[src/pfb_pkg.sv]
// shared constants, payload types and palette table for the palette framebuffer scanout
// no dependencies; every other file imports this package
`default_nettype none

package pfb_pkg;

  localparam int FRAME_ROWS  = 240;
  localparam int ROW_BYTES   = 160;
  localparam int FRAME_COLS  = 2 * ROW_BYTES;
  // stores are held as 32-bit words, four pixel bytes each, rows padded to whole words
  localparam int ROW_WORDS   = (ROW_BYTES + 3) / 4;
  localparam int STORE_WORDS = FRAME_ROWS * ROW_WORDS;
  localparam int CHUNKS      = ROW_BYTES / 4;
  localparam int STORE_AW    = (STORE_WORDS > 1) ? $clog2(STORE_WORDS) : 1;
  localparam int CHUNK_W     = (CHUNKS > 1) ? $clog2(CHUNKS) : 1;

  // command queue depth, a power of two
  localparam int CMDQ_DEPTH  = 2;
  localparam int CMDQ_PW     = (CMDQ_DEPTH > 1) ? $clog2(CMDQ_DEPTH) : 1;

  localparam logic [1:0] ACT_WRITE   = 2'd0;
  localparam logic [1:0] ACT_CLEAR   = 2'd1;
  localparam logic [1:0] ACT_PRESENT = 2'd2;
  localparam logic [1:0] ACT_RENDER  = 2'd3;

  typedef struct packed {
    logic [1:0] action;
    logic [8:0] pixel_x;
    logic [8:0] pixel_y;
    logic [3:0] color_index;
    logic [9:0] scan_row;
  } in_t;

  typedef struct packed {
    logic [31:0] word0;
    logic [31:0] word1;
    logic [31:0] word2;
    logic [31:0] word3;
    logic        last_chunk;
  } out_t;

  // classified command handed from the front to the engine
  typedef struct packed {
    logic [1:0]          op;
    logic [STORE_AW-1:0] addr;    // word address of a pixel, or row base for render
    logic [1:0]          lane;    // byte within the word
    logic                nib_hi;  // odd column goes to the high nibble
    logic [3:0]          color;
    logic                oob;     // render row lies outside the frame
  } cmd_t;

  function automatic logic [13:0] palette_color(input logic [3:0] idx);
    logic [13:0] c;
    unique case (idx)
      4'd0:  c = 14'h0000;
      4'd1:  c = 14'h3fff;
      4'd2:  c = 14'h0d11;
      4'd3:  c = 14'h32ef;
      4'd4:  c = 14'h2911;
      4'd5:  c = 14'h12ad;
      4'd6:  c = 14'h28c7;
      4'd7:  c = 14'h1f7a;
      4'd8:  c = 14'h0972;
      4'd9:  c = 14'h010b;
      4'd10: c = 14'h19d7;
      4'd11: c = 14'h154a;
      4'd12: c = 14'h2210;
      4'd13: c = 14'h23b5;
      4'd14: c = 14'h35cf;
      4'd15: c = 14'h2ab5;
      default: c = 14'h0000;
    endcase
    return c;
  endfunction

endpackage

`default_nettype wire

[src/pfb_front.sv]
// front end: accepts input transfers, drops off-frame pixel writes,
// and turns each item into an engine command with its store address; uses pfb_pkg
`default_nettype none

module pfb_front (
  input  logic               in_valid,
  output logic               in_ready,
  input  pfb_pkg::in_t       in_data,
  input  logic signed [9:0]  offset_y,
  input  logic               init_busy,
  output logic               cmd_valid,
  input  logic               cmd_ready,
  output pfb_pkg::cmd_t      cmd
);
  import pfb_pkg::*;

  logic signed [11:0]  row_s;
  logic                row_in;
  logic                px_in;
  logic                py_in;
  logic                keep;
  logic [STORE_AW-1:0] wr_addr;
  logic [STORE_AW-1:0] row_addr;

  assign row_s  = $signed({2'b00, in_data.scan_row}) - $signed({{2{offset_y[9]}}, offset_y});
  assign row_in = !row_s[11] && (row_s[10:0] < 11'(FRAME_ROWS));

  assign px_in = {1'b0, in_data.pixel_x} < 10'(FRAME_COLS);
  assign py_in = {1'b0, in_data.pixel_y} < 10'(FRAME_ROWS);

  // byte column is x/2, word column is x/8
  assign wr_addr  = STORE_AW'(in_data.pixel_y) * STORE_AW'(ROW_WORDS)
                  + STORE_AW'(in_data.pixel_x[8:3]);
  assign row_addr = STORE_AW'(row_s[8:0]) * STORE_AW'(ROW_WORDS);

  assign keep = (in_data.action != ACT_WRITE) || (px_in && py_in);

  always_comb begin
    cmd.op     = in_data.action;
    cmd.lane   = in_data.pixel_x[2:1];
    cmd.nib_hi = in_data.pixel_x[0];
    cmd.color  = in_data.color_index;
    cmd.oob    = !row_in;
    if (in_data.action == ACT_RENDER) begin
      cmd.addr = row_in ? row_addr : '0;
    end else begin
      cmd.addr = wr_addr;
    end
  end

  // off-frame writes are taken and dropped without a queue entry
  assign in_ready  = cmd_ready && !init_busy;
  assign cmd_valid = in_valid && !init_busy && keep;

endmodule

`default_nettype wire

[config.mk]
export PLATFORM = sky130hd
export DESIGN_NAME = pfb_front
export DESIGN_NICKNAME = d
export VERILOG_FILES = /design/src/pfb_pkg.sv /design/src/pfb_front.sv
export SDC_FILE = /design/constraint.sdc
export NUM_CORES = 1
export LEC_CHECK = 0
export BUFFER_PORTS_ARGS = -buffer_cell sky130_fd_sc_hd__buf_4
export CORE_MARGIN = 2
export CORE_UTILIZATION = 40
export DETAILED_ROUTE_END_ITERATION = 10
export GPL_ROUTABILITY_DRIVEN = 0
export PLACE_DENSITY = 0.68
export SLEW_MARGIN = 30
export SYNTH_ARGS = -nofsm -noshare
export SYNTH_HDL_FRONTEND = slang
export SYNTH_SLANG_ARGS = --single-unit
[constraint.sdc]
create_clock -name vclk -period 3.31
set_input_delay 0.1655 -clock vclk [all_inputs]
set_output_delay 0.1655 -clock vclk [all_outputs]
set_load 0.005 [all_outputs]
==> impl_results.md <==
- Status: completed
- Post-Synth Adder-Cell Area: 31.6%
- GRT overflow: 0
- First-pass GRT wire length: 7060 um
- CP max stage delay: around 0.40 ns
- Row cnt: 24
- Post-Syn Nets: 339
- Setup Viol. Count Final: 0
- Die height: slightly above 70 um
- Share of cells above drive strength 1: 35.6%
- Chip width: between 70 and 80 um
- Tmin final: 3.24 ns
- Max_slew headroom: 52.5%
- ANT cells: 0
- I/O Buffers: between 50 and 60
- Hold path start: in_data[11]
- Hold_ws: 0.331 ns
- Maximum vdd ir drop: between 0.2 and 0.3 mV
- Met2 Track Usage GR: 27.8%
- GR peak layer: met2
- Vias in the first global route: 1,759
- Seq. cell area: 0 um2
- Dpl cells: between 300 and 400
- Largest fanout on the critical path: 3
- Tcrit/Tclk final: 97.9%
- Io pins: 73
- Post-synthesis xor/xnor area fraction: 12.4%
- Worst EP required: 3.14 ns
- Critical path launch point type: input port
- Via Count: 1,930
- Avg WL per Cell: 12.0 um
- Post-Syn Instances: between 200 and 250
- Slew @ Worst Pin: approximately 0.71 ns
- # nets final: ~400
- Synth Area in Compound Gates: a little over a quarter
- Worst Path Arrival: 3.07 ns
- Fin. Hold Viols: 0
- Core region area: 4380 um2
- PwrDens: about 310 nW/um2
- Vias per inst: 5.26
- Largest net degree at the start of global routing: 20
- Syn avg cell area: roughly 7.4 um2
- Synth Area in Simple Gates: between 15 and 20%
- Unrepaired setup endpoints after global routing: yes
- WP buf/inv: 4
- TNS Setup: 0 ns
- Largest family of logic cells by synthesized area: adder cells
- Die outline area: around 5200 um2
- Worst Hold Path EP: cmd[2]
- Hold Crit Depth: 0
- Antenna Nets Post-Route: 0
- Hold Path Class: in2out
- # DRC: 0
- Top delay family on crit path: compound AO/OA/AOI/OAI gates
- Slowest CP cell: fa_2
- Clock buf count: 0
- Ys Warns: 0
- Fill count: 416
- Worst Setup Path Type: in2out
- PnR Total Power: 0.000801 W
- Final wirelength: 4390 um
- Pins Over Slew Limit: 0
- Unique masters post-synth: 47
- Met3 Resource Use GR: less than 1%
- Drt initial violations: 53
- Final cell count without fillers: 367
- Achievable frequency: 309 MHz
- Seq Cell Count: 0
- Max-cap violations: 0
- Dpl cell area: 2380 um2
- Area growth, synth to finish: 40.2%
- Fin area: about 2600 um2
- Post-cts hold buffer count: 0
- Initial core utilization: 41.9%
- Initial antenna violation count: 0
- CP Capture Type: primary output
- Netlist Area Pre-Place: 1840 um2
- Cell Chain, Critical Path: buf_6 -> inv_4 -> ha_4 -> inv_2 -> fa_2 -> a21o_1 -> a211oi_2 -> nor2_2 -> ha_4 -> ha_4 -> a21o_1 -> a21oi_2 -> o21bai_1 -> a21o_1 -> a21oi_2 -> or3_1 -> o22ai_1 -> buf_4
- First-pass iteration count of the detailed router: 4
- DP HPWL: between 3000 and 4000 um
- Post-synthesis mux area share: 0%
- M1 GR Usage: 23.1%
- Total GRT Usage: 15.9%
- Leak Pwr: 1.23 nW
- Sequential share of the synthesized area: 0%
## cell usage in the layout (no fill, tap or decap), drive strengths merged, types with 6 or more instances in the layout
cell type  instances
nor2              19
ha                40
a21o               6
o21ai             11
a211oi             6
a21oi             20
nand2             15
buf               80
xnor2             13
inv               26
xor2              13
o22ai             11
## per-stage QoR
| stage | setup slack, ns | utilization, % |
|---|---|---|
| finish | 0.0699 | 58.8 |
| global route | -0.109 | 58.8 |
| CTS | -0.00432 | 54.9 |
| detailed placement | -0.0762 | 54.4 |
| global placement | -0.0617 | 54.4 |
| floorplan | 0.265 | - |
## cell type report
| class | count | area, um2 | area share [%] |
|---|---|---|---|
| inverter | 26 | 100 | 3.88 |
| multi-input combinational | 209 | 1810 | 70.1 |
| tap | 52 | 65.1 | 2.52 |
| timing repair buffer | 80 | 604 | 23.4 |
## what timing repair did
item | 4_1_cts | 5_1_grt
pin swaps | 4 | 25
endpoints found under the setup margin | 4 | 5
setup buffers | 2 | 2
resized for setup | 2 | 27
## power breakdown
| group | internal (W) | switching [W] |
|---|---|---|
| registers | 0 | 0 |
| clock network | 0 | 0 |
| logic | 0.000422 | 0.000378 |
## logic make-up after synthesis
group           after synthesis
compound gates               70
simple gates                 69
fa+ha+maj                    44
buf+inv                      39
xor+xnor                     26
## worst max path at each step
| stage | startpoint | endpoint | slack [ns] | cells after the start |
|---|---|---|---|---|
| global placement | in_data[0] | cmd[21] | -0.06 | 18 |
| finish | in_data[0] | cmd[21] | 0.07 | 18 |
| global route | in_data[0] | cmd[21] | -0.11 | 18 |
| floorplan | in_data[0] | cmd[19] | 0.26 | 16 |
| detailed placement | in_data[0] | cmd[19] | -0.08 | 18 |
| CTS | in_data[0] | cmd[21] | -0.004 | 18 |
## per-layer routing
metal  wire [um]  up-vias
met5           0        -
li1            -     1018
met2        2070       34
met1        2150      876
met3         172        2
met4           4        0
## cells in the mapped netlist (2+ instances only)
cell	number	share of area, %
nor4_1	3	1.0
o22ai_1	6	2.0
nor2_1	19	3.9
clkbuf_1	2	0.41
a21o_1	6	2.5
and2_1	5	1.7
o22ai_2	5	3.4
a211oi_1	6	2.5
nor2b_1	5	1.7
a21oi_1	20	5.4
buf_4	9	3.7
nor3b_1	2	0.82
o21bai_1	2	0.82
a31oi_1	3	1.0
o21ai_0	10	2.7
fa_1	4	4.4
inv_1	25	5.1
xor2_1	13	6.2
nor3_1	3	0.82
xnor2_1	13	6.2
and3_1	2	0.68
nand2_1	15	3.1
nand3_1	2	0.54
nand2b_1	4	1.4
ha_1	40	27
nand4_1	2	0.68
nand3b_1	2	0.82
Power figures use the tool's default switching activity.
