**config.mk**
```make
export PLATFORM = sky130hd
export DESIGN_NAME = pfb_cmdq
export DESIGN_NICKNAME = d
export VERILOG_FILES = /design/src/pfb_pkg.sv /design/src/pfb_cmdq.sv
export SDC_FILE = /design/constraint.sdc
export NUM_CORES = 1
export LEC_CHECK = 0
export ABC_AREA = 1
export BUFFER_PORTS_ARGS = -buffer_cell sky130_fd_sc_hd__buf_2
export CORE_ASPECT_RATIO = 1.1
export CORE_MARGIN = 2
export CORE_UTILIZATION = 55
export DETAILED_ROUTE_END_ITERATION = 8
export GPL_ROUTABILITY_DRIVEN = 0
export PLACE_DENSITY_LB_ADDON = 0.2
export SLEW_MARGIN = 15
export SYNTH_ARGS = -nofsm -noshare
export SYNTH_HDL_FRONTEND = slang
export SYNTH_SLANG_ARGS = --single-unit
```
**constraint.sdc**
```tcl
create_clock -name clk -period 2.9 [get_ports clk]
set_input_delay 0.435 -clock clk [delete_from_list [all_inputs] [get_ports clk]]
set_output_delay 0.435 -clock clk [all_outputs]
set_load 0.005 [all_outputs]
```
**src/pfb_pkg.sv**
```systemverilog
// shared constants, payload types and palette table for the palette framebuffer scanout
// no dependencies; every other file imports this package
`default_nettype none

package pfb_pkg;

  localparam int FRAME_ROWS  = 240;
  localparam int ROW_BYTES   = 160;
  localparam int FRAME_COLS  = 2 * ROW_BYTES;
  // stores are held as 32-bit words, four pixel bytes each, rows padded to whole words
  localparam int ROW_WORDS   = (ROW_BYTES + 3) / 4;
  localparam int STORE_WORDS = FRAME_ROWS * ROW_WORDS;
  localparam int CHUNKS      = ROW_BYTES / 4;
  localparam int STORE_AW    = (STORE_WORDS > 1) ? $clog2(STORE_WORDS) : 1;
  localparam int CHUNK_W     = (CHUNKS > 1) ? $clog2(CHUNKS) : 1;

  // command queue depth, a power of two
  localparam int CMDQ_DEPTH  = 2;
  localparam int CMDQ_PW     = (CMDQ_DEPTH > 1) ? $clog2(CMDQ_DEPTH) : 1;

  localparam logic [1:0] ACT_WRITE   = 2'd0;
  localparam logic [1:0] ACT_CLEAR   = 2'd1;
  localparam logic [1:0] ACT_PRESENT = 2'd2;
  localparam logic [1:0] ACT_RENDER  = 2'd3;

  typedef struct packed {
    logic [1:0] action;
    logic [8:0] pixel_x;
    logic [8:0] pixel_y;
    logic [3:0] color_index;
    logic [9:0] scan_row;
  } in_t;

  typedef struct packed {
    logic [31:0] word0;
    logic [31:0] word1;
    logic [31:0] word2;
    logic [31:0] word3;
    logic        last_chunk;
  } out_t;

  // classified command handed from the front to the engine
  typedef struct packed {
    logic [1:0]          op;
    logic [STORE_AW-1:0] addr;    // word address of a pixel, or row base for render
    logic [1:0]          lane;    // byte within the word
    logic                nib_hi;  // odd column goes to the high nibble
    logic [3:0]          color;
    logic                oob;     // render row lies outside the frame
  } cmd_t;

  function automatic logic [13:0] palette_color(input logic [3:0] idx);
    logic [13:0] c;
    unique case (idx)
      4'd0:  c = 14'h0000;
      4'd1:  c = 14'h3fff;
      4'd2:  c = 14'h0d11;
      4'd3:  c = 14'h32ef;
      4'd4:  c = 14'h2911;
      4'd5:  c = 14'h12ad;
      4'd6:  c = 14'h28c7;
      4'd7:  c = 14'h1f7a;
      4'd8:  c = 14'h0972;
      4'd9:  c = 14'h010b;
      4'd10: c = 14'h19d7;
      4'd11: c = 14'h154a;
      4'd12: c = 14'h2210;
      4'd13: c = 14'h23b5;
      4'd14: c = 14'h35cf;
      4'd15: c = 14'h2ab5;
      default: c = 14'h0000;
    endcase
    return c;
  endfunction

endpackage

`default_nettype wire

```
**src/pfb_cmdq.sv**
```systemverilog
// small command queue between the front end and the engine
// depends on pfb_pkg for the command type and depth
`default_nettype none

module pfb_cmdq (
  input  logic           clk,
  input  logic           rst_n,
  input  logic           push_valid,
  output logic           push_ready,
  input  pfb_pkg::cmd_t  push_data,
  output logic           pop_valid,
  input  logic           pop_ready,
  output pfb_pkg::cmd_t  pop_data
);
  import pfb_pkg::*;

  cmd_t               q_r [CMDQ_DEPTH];
  logic [CMDQ_PW-1:0] wr_ptr_r;
  logic [CMDQ_PW-1:0] rd_ptr_r;
  logic [CMDQ_PW:0]   cnt_r;
  logic               push;
  logic               pop;

  assign push_ready = cnt_r != (CMDQ_PW + 1)'(CMDQ_DEPTH);
  assign pop_valid  = cnt_r != '0;
  assign pop_data   = q_r[rd_ptr_r];
  assign push       = push_valid && push_ready;
  assign pop        = pop_valid && pop_ready;

  always_ff @(posedge clk) begin
    if (!rst_n) begin
      wr_ptr_r <= '0;
      rd_ptr_r <= '0;
      cnt_r    <= '0;
    end else begin
      if (push) begin
        wr_ptr_r <= wr_ptr_r + CMDQ_PW'(1);
      end
      if (pop) begin
        rd_ptr_r <= rd_ptr_r + CMDQ_PW'(1);
      end
      if (push && !pop) begin
        cnt_r <= cnt_r + (CMDQ_PW + 1)'(1);
      end else if (pop && !push) begin
        cnt_r <= cnt_r - (CMDQ_PW + 1)'(1);
      end
    end
  end

  always_ff @(posedge clk) begin
    if (push) begin
      q_r[wr_ptr_r] <= push_data;
    end
  end

endmodule

`default_nettype wire

```
==> impl_metrics.json, run 1 <==
{
  "initial_utilization": 0.574,
  "io-pin-count": 54,
  "layout-drive-gt1-share": 0.526,
  "cp_data_required_time_ps": 2470,
  "synth-warning-count": 0,
  "sequential_cell_area_fraction_in_the_yosys_report": 0.741,
  "antenna_diode_count": 0,
  "worst_hold_startpoint": "push_data[12]",
  "postPlaceCellArea_um2": 2400,
  "ff2ff_setup_slack_ps": 1230,
  "number_of_synthesized_flops_with_an_enable_pin": 48,
  "synthTopCellsByArea": "sky130_fd_sc_hd__edfxtp_1 (69%), sky130_fd_sc_hd__mux2_4 (14%), sky130_fd_sc_hd__dfxtp_1 (4.8%), sky130_fd_sc_hd__mux2_2 (2.2%), sky130_fd_sc_hd__buf_12 (1.9%)",
  "fin_crit_ps": 2070,
  "synth-main-ff-cell": "sky130_fd_sc_hd__edfxtp_1",
  "vdd_ir_drop_max_v": 0.000454,
  "antenna_left": 0,
  "setup_tns_ps": 0,
  "drt_iter0_drc": 32,
  "unrepaired_setup_endpoints_after_global_routing": "false",
  "grt_max_degree": 17,
  "arrival_ps": 1630,
  "average_detailed_routed_wire_length_per_instance_um": 13.8,
  "cts-buffers-inserted": 5,
  "syn_inst": 112,
  "final-max-slew-violation-count": 0,
  "rows": 23,
  "min-delay-path-class": "in2reg",
  "post_synth_num_cell_types": 17,
  "timing.slew.headroom": 0.653,
  "synthArstFlopShare": 0,
  "setup-violations-final": 0,
  "synth_top_cell_area_share": 0.693,
  "cts_hold_buf": 0,
  "pwr_per_cell_area_nw_per_um2": 806,
  "global_route.usage.total": 0.160,
  "ff2ff_path_depth": 5,
  "core_region_area_um2": 3630,
  "clk_path_buf_depth": 2,
  "io_buffer_count": 53,
  "cp-start-kind": "flop",
  "fin_crit_sh": 0.714,
  "synthMostInstantiatedCell": "sky130_fd_sc_hd__edfxtp_1",
  "wirelength_um": 3070,
  "clock_latency_ps": 300,
  "area_of_the_mapped_netlist_um2": 2080,
  "areaGrowthSynthToFinish_pct": 20.4,
  "hpwl_um": 2330,
  "grt_antenna_before_repair": 0,
  "timing_worst_slew_pin_value_ps": 519,
  "finalHoldViolCount": 0,
  "cts_sinks": 53,
  "timing.hold.worst_path_depth": 1,
  "syn-num-nets": 141,
  "die_x_um": 62.6,
  "die_h_um": 68.5,
  "final_nets": 201,
  "max_freq_mhz": 483,
  "ranking_of_synthesized_cells_by_instance_count": "sky130_fd_sc_hd__edfxtp_1 (48), sky130_fd_sc_hd__mux2_4 (20), sky130_fd_sc_hd__nand2_1 (8), sky130_fd_sc_hd__nor2_1 (8), sky130_fd_sc_hd__inv_1 (7)",
  "total_power_mw": 2.02,
  "finClkSkew_ps": 9.74,
  "reported_max_cap_violation_count": 0,
  "cts.clk_slew.worst_paths_ps": 90,
  "power_leakage_nw": 1.02,
  "first_pass_grt_wire_length_um": 5020,
  "post-cts-setup-buffers": 0,
  "critical_path.reg2reg.endpoint": "q_r[0][6]$_DFFE_PP_",
  "synth.largest_area_cell": "sky130_fd_sc_hd__edfxtp_1",
  "detail_route.vias_per_cell": 4.81,
  "route.vias.total": 1072,
  "run_status": "finished clean",
  "hold_path_end": "q_r[0][12]$_DFFE_PP_",
  "detail_route.first_pass.iterations": 4,
  "cts_tree": "yes",
  "avgSynthCellArea_um2": 18.6,
  "remaining_drc_errors": 0,
  "first_global_vias": 1130,
  "cp_max_fo": 16,
  "die_area_um2": 4290,
  "postSynthRegisterBits": 53,
  "gr-total-overflow": 0,
  "total_number_of_h_tree_levels": 2,
  "worst_setup_path_category": "reg2out",
  "stdcell_area_um2": 2500,
  "clk_tree_root_cell": "sky130_fd_sc_hd__clkbuf_8",
  "cts.repair.resized": 0,
  "worst_r2r_startpoint": "cnt_r[0]$_SDFFE_PN0P_",
  "endpoint_kind": "output port"
}
## flip-flops by register name, indices dropped and copies added (netlist names), named ones only
signal and count:
wr_ptr_r 1, cnt_r 2, q_r 48, rd_ptr_r 1
## final cells by class
class	count	area [um^2]
Sequential cell	53	1540
Fill cell	258	1120
Multi-Input combinational cell	48	463
Timing Repair Buffer	56	300
Clock buffer	6	72.6
Tap cell	50	62.6
Clock inverter	2	35.0
Inverter	8	30.0
## per-stage QoR
stage	util	setup WS, ps	hold slack, ps	instances
final	0.691	830	316	223
after global routing	0.691	743	296	223
after CTS	0.691	803	305	223
after detailed placement	0.661	1140	512	215
after global placement	0.661	1170	481	215
after floorplan	-	901	467	112
## cells by family (layout without fill, tap and decap cells)
family	after synthesis	in the layout	share of synthesized area
buffers and inverters	11	72	0.0391
and+or+nand+nor	19	19	0.0373
AOI/OAI and AO/OA	4	4	0.0108
adders and majority gates	1	1	0.00601
muxes	24	24	0.166
DFF	53	53	0.741
## cells in the final DEF (no fill, tap or decap), types with 2 or more instances in the layout
cell,count
sky130_fd_sc_hd__buf_2,53
sky130_fd_sc_hd__buf_4,2
sky130_fd_sc_hd__clkbuf_8,5
sky130_fd_sc_hd__dfxtp_1,5
sky130_fd_sc_hd__edfxtp_1,48
sky130_fd_sc_hd__inv_1,7
sky130_fd_sc_hd__mux2_2,4
sky130_fd_sc_hd__mux2_4,20
sky130_fd_sc_hd__nand2_1,8
sky130_fd_sc_hd__nor2_1,6
sky130_fd_sc_hd__nor2_2,2
sky130_fd_sc_hd__o21ai_0,2
## metal layers
layer	vias to the layer above	track usage	wire length [um]
li1	528	-	-
met1	504	0.156	1140
met2	34	0.294	1640
met3	6	0.0633	223
met4	0	0.0972	56
met5	-	0	0
## how the worst max path moves through the flow
stage / slack (ps) / end / depth (start not counted) / from
5_1_grt: 740 / pop_data[21] / 3 / flop
2_1_floorplan: 900 / q_r[1][0]$_DFFE_PP_ / 4 / cnt_r[0]$_SDFFE_PN0P_
4_1_cts: 800 / pop_data[0] / 3 / flop
3_3_place_gp: 1170 / pop_data[7] / 3 / flop
3_5_place_dp: 1140 / pop_data[0] / 3 / flop
6_report: 830 / pop_data[5] / 3 / flop
## report_power, final
part           total, mW  internal [mW]  switching (mW)
Combinational      0.526          0.287           0.239
Sequential          1.02          0.967          0.0541
Clock              0.472          0.256           0.216
Total               2.02           1.51           0.509
## worst max-delay path, cell delays in order, from the launching register on
cell and delay (ps):
sky130_fd_sc_hd__dfxtp_1 640, sky130_fd_sc_hd__buf_12 240, sky130_fd_sc_hd__mux2_4 310, sky130_fd_sc_hd__buf_2 130
Note: power is estimated with default switching activity, not from simulation.
==> run 2, diff against run 1 <==
--- a/config.mk
+++ b/config.mk
@@ -5,11 +5,11 @@
 export SDC_FILE = /design/constraint.sdc
 export NUM_CORES = 1
 export LEC_CHECK = 0
-export ABC_AREA = 1
+export ABC_AREA = 0
 export BUFFER_PORTS_ARGS = -buffer_cell sky130_fd_sc_hd__buf_2
 export CORE_ASPECT_RATIO = 1.1
 export CORE_MARGIN = 2
-export CORE_UTILIZATION = 55
+export CORE_UTILIZATION = 46
 export DETAILED_ROUTE_END_ITERATION = 8
 export GPL_ROUTABILITY_DRIVEN = 0
 export PLACE_DENSITY_LB_ADDON = 0.2
==> constraint.sdc (replaced) <==
create_clock -name clk -period 1.8 [get_ports clk]
set_input_delay 0.27 -clock clk [delete_from_list [all_inputs] [get_ports clk]]
set_output_delay 0.27 -clock clk [all_outputs]
set_load 0.005 [all_outputs]
==> run 2 against run 1 <==
Sequential share of layout area rose by 2.6 points. Area after synthesis fell by 5.4%. Hold slack got worse by 160 ps. Worst setup slack got worse by 620 ps. Sequential power rose by 58%. Final cell count fell by 4.0%. Register-to-register slack got worse by 1000 ps. Clock skew fell by 5.5 ps. Largest cell class unchanged. Non-clock buffer count rose by 2. Largest power group unchanged. Synthesized cell count fell by 12%. Wire length rose by 6.7%. Clock power rose by 31%.
==> impl_metrics.json, run 2 <==
{
  "run_status": "finished clean",
  "hpwl_um": 2320,
  "clock_latency_ps": 290,
  "postPlaceCellArea_um2": 2320,
  "finClkSkew_ps": 4.23,
  "die_h_um": 72.6,
  "largest_register_ff_count": 48,
  "cts_hold_buf": 0,
  "arrival_ps": 1820,
  "io_buffer_count": 53,
  "detail_route.vias_per_cell": 4.77,
  "number_of_synthesized_flops_with_an_enable_pin": 48,
  "cts.clk_slew.worst_paths_ps": 90,
  "setup-violations-final": 0,
  "synth.largest_area_cell": "sky130_fd_sc_hd__edfxtp_1",
  "area_of_the_mapped_netlist_um2": 1970,
  "postSynthRegisterBits": 53,
  "synth-xor-area-share": 0.0133,
  "layout.cells.most_common_list": "sky130_fd_sc_hd__buf_2 (53), sky130_fd_sc_hd__edfxtp_1 (48), sky130_fd_sc_hd__mux2_2 (24)",
  "cts_tree": "yes",
  "synthMostInstantiatedCell": "sky130_fd_sc_hd__edfxtp_1",
  "synthTopCellsByArea": "sky130_fd_sc_hd__edfxtp_1 (73%), sky130_fd_sc_hd__mux2_2 (14%), sky130_fd_sc_hd__dfxtp_1 (5.1%), sky130_fd_sc_hd__and2_1 (1.3%), sky130_fd_sc_hd__xnor2_1 (0.89%)",
  "synthesized_area_fraction_occupied_by_and_or_nand_nor_cells": 0.0330,
  "vdd_ir_drop_max_v": 0.000760,
  "route.vias.total": 1021,
  "final-max-slew-violation-count": 0,
  "grt_max_degree": 25,
  "post_synth_num_cell_types": 19,
  "timing_worst_slew_pin_value_ps": 338,
  "initial_utilization": 0.489,
  "cp_data_required_time_ps": 2030,
  "pwr_per_cell_area_nw_per_um2": 1270,
  "post-cts-setup-buffers": 0,
  "total_number_of_h_tree_levels": 2,
  "layout-drive-gt1-share": 0.568,
  "areaGrowthSynthToFinish_pct": 22.1,
  "gr-total-overflow": 0,
  "p_seq_frac": 0.526,
  "syn_inst": 99,
  "layout_commonest_cell": "sky130_fd_sc_hd__buf_2",
  "average_detailed_routed_wire_length_per_instance_um": 15.3,
  "top_register": "q_r",
  "global_route.usage.total": 0.149,
  "fin_crit_ps": 1580,
  "remaining_drc_errors": 0,
  "intPower_mw": 2.27,
  "crit_path_max_incr_delay_ps": 370,
  "clk_tree_root_cell": "sky130_fd_sc_hd__clkbuf_8",
  "p_comb_frac": 0.271,
  "power_leakage_nw": 0.920,
  "fin_worst_hold_slack_ps": 159,
  "cts.repair.resized": 0,
  "cp-start-kind": "flop",
  "timing.slew.headroom": 0.775,
  "core_region_area_um2": 4020,
  "synthMuxAreaShare": 0.137,
  "layoutNonFillerInstCount": 214,
  "antenna_left": 0,
  "unrepaired_setup_endpoints_after_global_routing": "false",
  "first_global_vias": 1141,
  "main_combinational_cell_family_by_area_after_synthesis": "multiplexers",
  "stdcell_area_um2": 2400,
  "finalCoreUtilization": 0.598,
  "finalHoldViolCount": 0,
  "cts_sinks": 53,
  "synth-main-ff-cell": "sky130_fd_sc_hd__edfxtp_1",
  "clk_path_buf_depth": 2,
  "setup_tns_ps": 0,
  "fin_crit_sh": 0.880,
  "ranking_of_synthesized_cells_by_instance_count": "sky130_fd_sc_hd__edfxtp_1 (48), sky130_fd_sc_hd__mux2_2 (24), sky130_fd_sc_hd__dfxtp_1 (5)",
  "synthArstFlopShare": 0,
  "post-place-cells": 206,
  "reported_max_cap_violation_count": 0,
  "ff2ff_setup_slack_ps": 220,
  "netSwitchingFraction": 0.257,
  "synth_compound_gate_area_share": 0.0178,
  "crit_path_cell_trace": "nand2b_4 > and2_1 > ha_1 > or3_1 > a21boi_1",
  "die_x_um": 66.4,
  "synth_top_cell_area_share": 0.732,
  "min-delay-path-class": "in2reg",
  "die_area_um2": 4820,
  "final_nets": 190,
  "largest_delay_contributor_family_on_the_critical_path": "simple AND/OR/NAND/NOR gates",
  "worst_setup_path_category": "reg2reg",
  "io-pin-count": 54,
  "cp_max_fo": 5,
  "fillerInstances": 317,
  "max_freq_mhz": 631,
  "wirelength_um": 3270,
  "share_clk_of_total_power": 0.202,
  "layout_top_registers": "q_r x48, cnt_r x2",
  "crit_buf_inv": 0,
  "cell_with_the_largest_stage_delay_on_the_worst_path": "sky130_fd_sc_hd__dfxtp_1",
  "cts-buffers-inserted": 5,
  "share_of_synthesized_cell_area_in_full_adder_half_adder_and_majority_cells": 0.00635,
  "drt_iter0_drc": 61,
  "antenna_diode_count": 0,
  "detail_route.first_pass.iterations": 4,
  "avgSynthCellArea_um2": 19.9,
  "grt_antenna_before_repair": 0,
  "first_pass_grt_wire_length_um": 5200,
  "rows": 24,
  "power_switching_uw": 786,
  "endpoint_kind": "flop",
  "sequential_cell_area_fraction_in_the_yosys_report": 0.783,
  "syn-num-nets": 128,
  "synth-warning-count": 0
}
-- run 2: changes by cell type after synthesis, moves of 2 or more --
cell,before,now
sky130_fd_sc_hd__buf_2,0,3
sky130_fd_sc_hd__xnor2_1,0,2
sky130_fd_sc_hd__mux2_4,20,0
sky130_fd_sc_hd__and2_1,0,4
sky130_fd_sc_hd__inv_1,7,1
sky130_fd_sc_hd__nor2_1,8,0
sky130_fd_sc_hd__nand2_1,8,0
sky130_fd_sc_hd__buf_12,2,0
sky130_fd_sc_hd__mux2_2,4,24
-- run 2: area by class of cell --
| type | count | area [um^2] | area share |
|---|---|---|---|
| inverter | 1 | 3.75 | 0.00156 |
| tap | 52 | 65.1 | 0.0271 |
| sequential | 53 | 1540 | 0.641 |
| multi-input combinational | 42 | 409 | 0.170 |
| timing repair buffer | 58 | 303 | 0.126 |
| clock inverter | 2 | 10.0 | 0.00416 |
| clock buffer | 6 | 72.6 | 0.0302 |
-- run 2: cell families (layout without fill, tap and decap cells) --
family,Yosys count,count (layout)
AO/OA/AOI/OAI,5,5
XOR/XNOR,3,3
adder cells (fa/ha/maj),1,1
buffers and inverters,4,67
flip-flops,53,53
multiplexers,24,24
AND/OR/NAND/NOR,9,9
-- run 2: final timing paths --
path | start | to | cells after the start
worst max-delay path | cnt_r[0]$_SDFFE_PN0P_ | cnt_r[1]$_SDFFE_PN0P_ | 5
worst min-delay path | push_data[0] | q_r[1][0]$_DFFE_PP_ | 1
worst min register to register | cnt_r[1]$_SDFFE_PN0P_ | cnt_r[1]$_SDFFE_PN0P_ | 2
worst max register to register | cnt_r[0]$_SDFFE_PN0P_ | cnt_r[1]$_SDFFE_PN0P_ | 5
-- run 2: through the flow --
| stage | total power [mW] | worst slack [ps] |
|---|---|---|
| 6_report | 3.05 | 215 |
| 5_1_grt | 3.24 | 106 |
| 4_1_cts | 3.10 | 189 |
| 3_5_place_dp | 2.48 | 229 |
| 3_3_place_gp | 2.44 | 300 |
| 2_1_floorplan | 2.13 | 203 |
-- run 2: layer usage --
metal,routed length (um),GRT usage
met1,1290,0.159
met2,1790,0.272
met3,154,0.0525
met4,41,0.0476
met5,0,0
-- run 2: worst register-to-register path: stages, from the launching register on --
cell and delay [ps]:
sky130_fd_sc_hd__dfxtp_1 370, sky130_fd_sc_hd__nand2b_4 180, sky130_fd_sc_hd__and2_1 170, sky130_fd_sc_hd__ha_1 330, sky130_fd_sc_hd__or3_1 350, sky130_fd_sc_hd__a21boi_1 140
-- run 2: power groups by stage --
stage	combinational (mW)	sequential, mW	clock, mW
floorplan	0.518	1.62	0
global placement	0.815	1.62	0
detailed placement	0.844	1.64	0
CTS	0.847	1.61	0.639
global route	0.920	1.63	0.696
finish	0.829	1.61	0.617
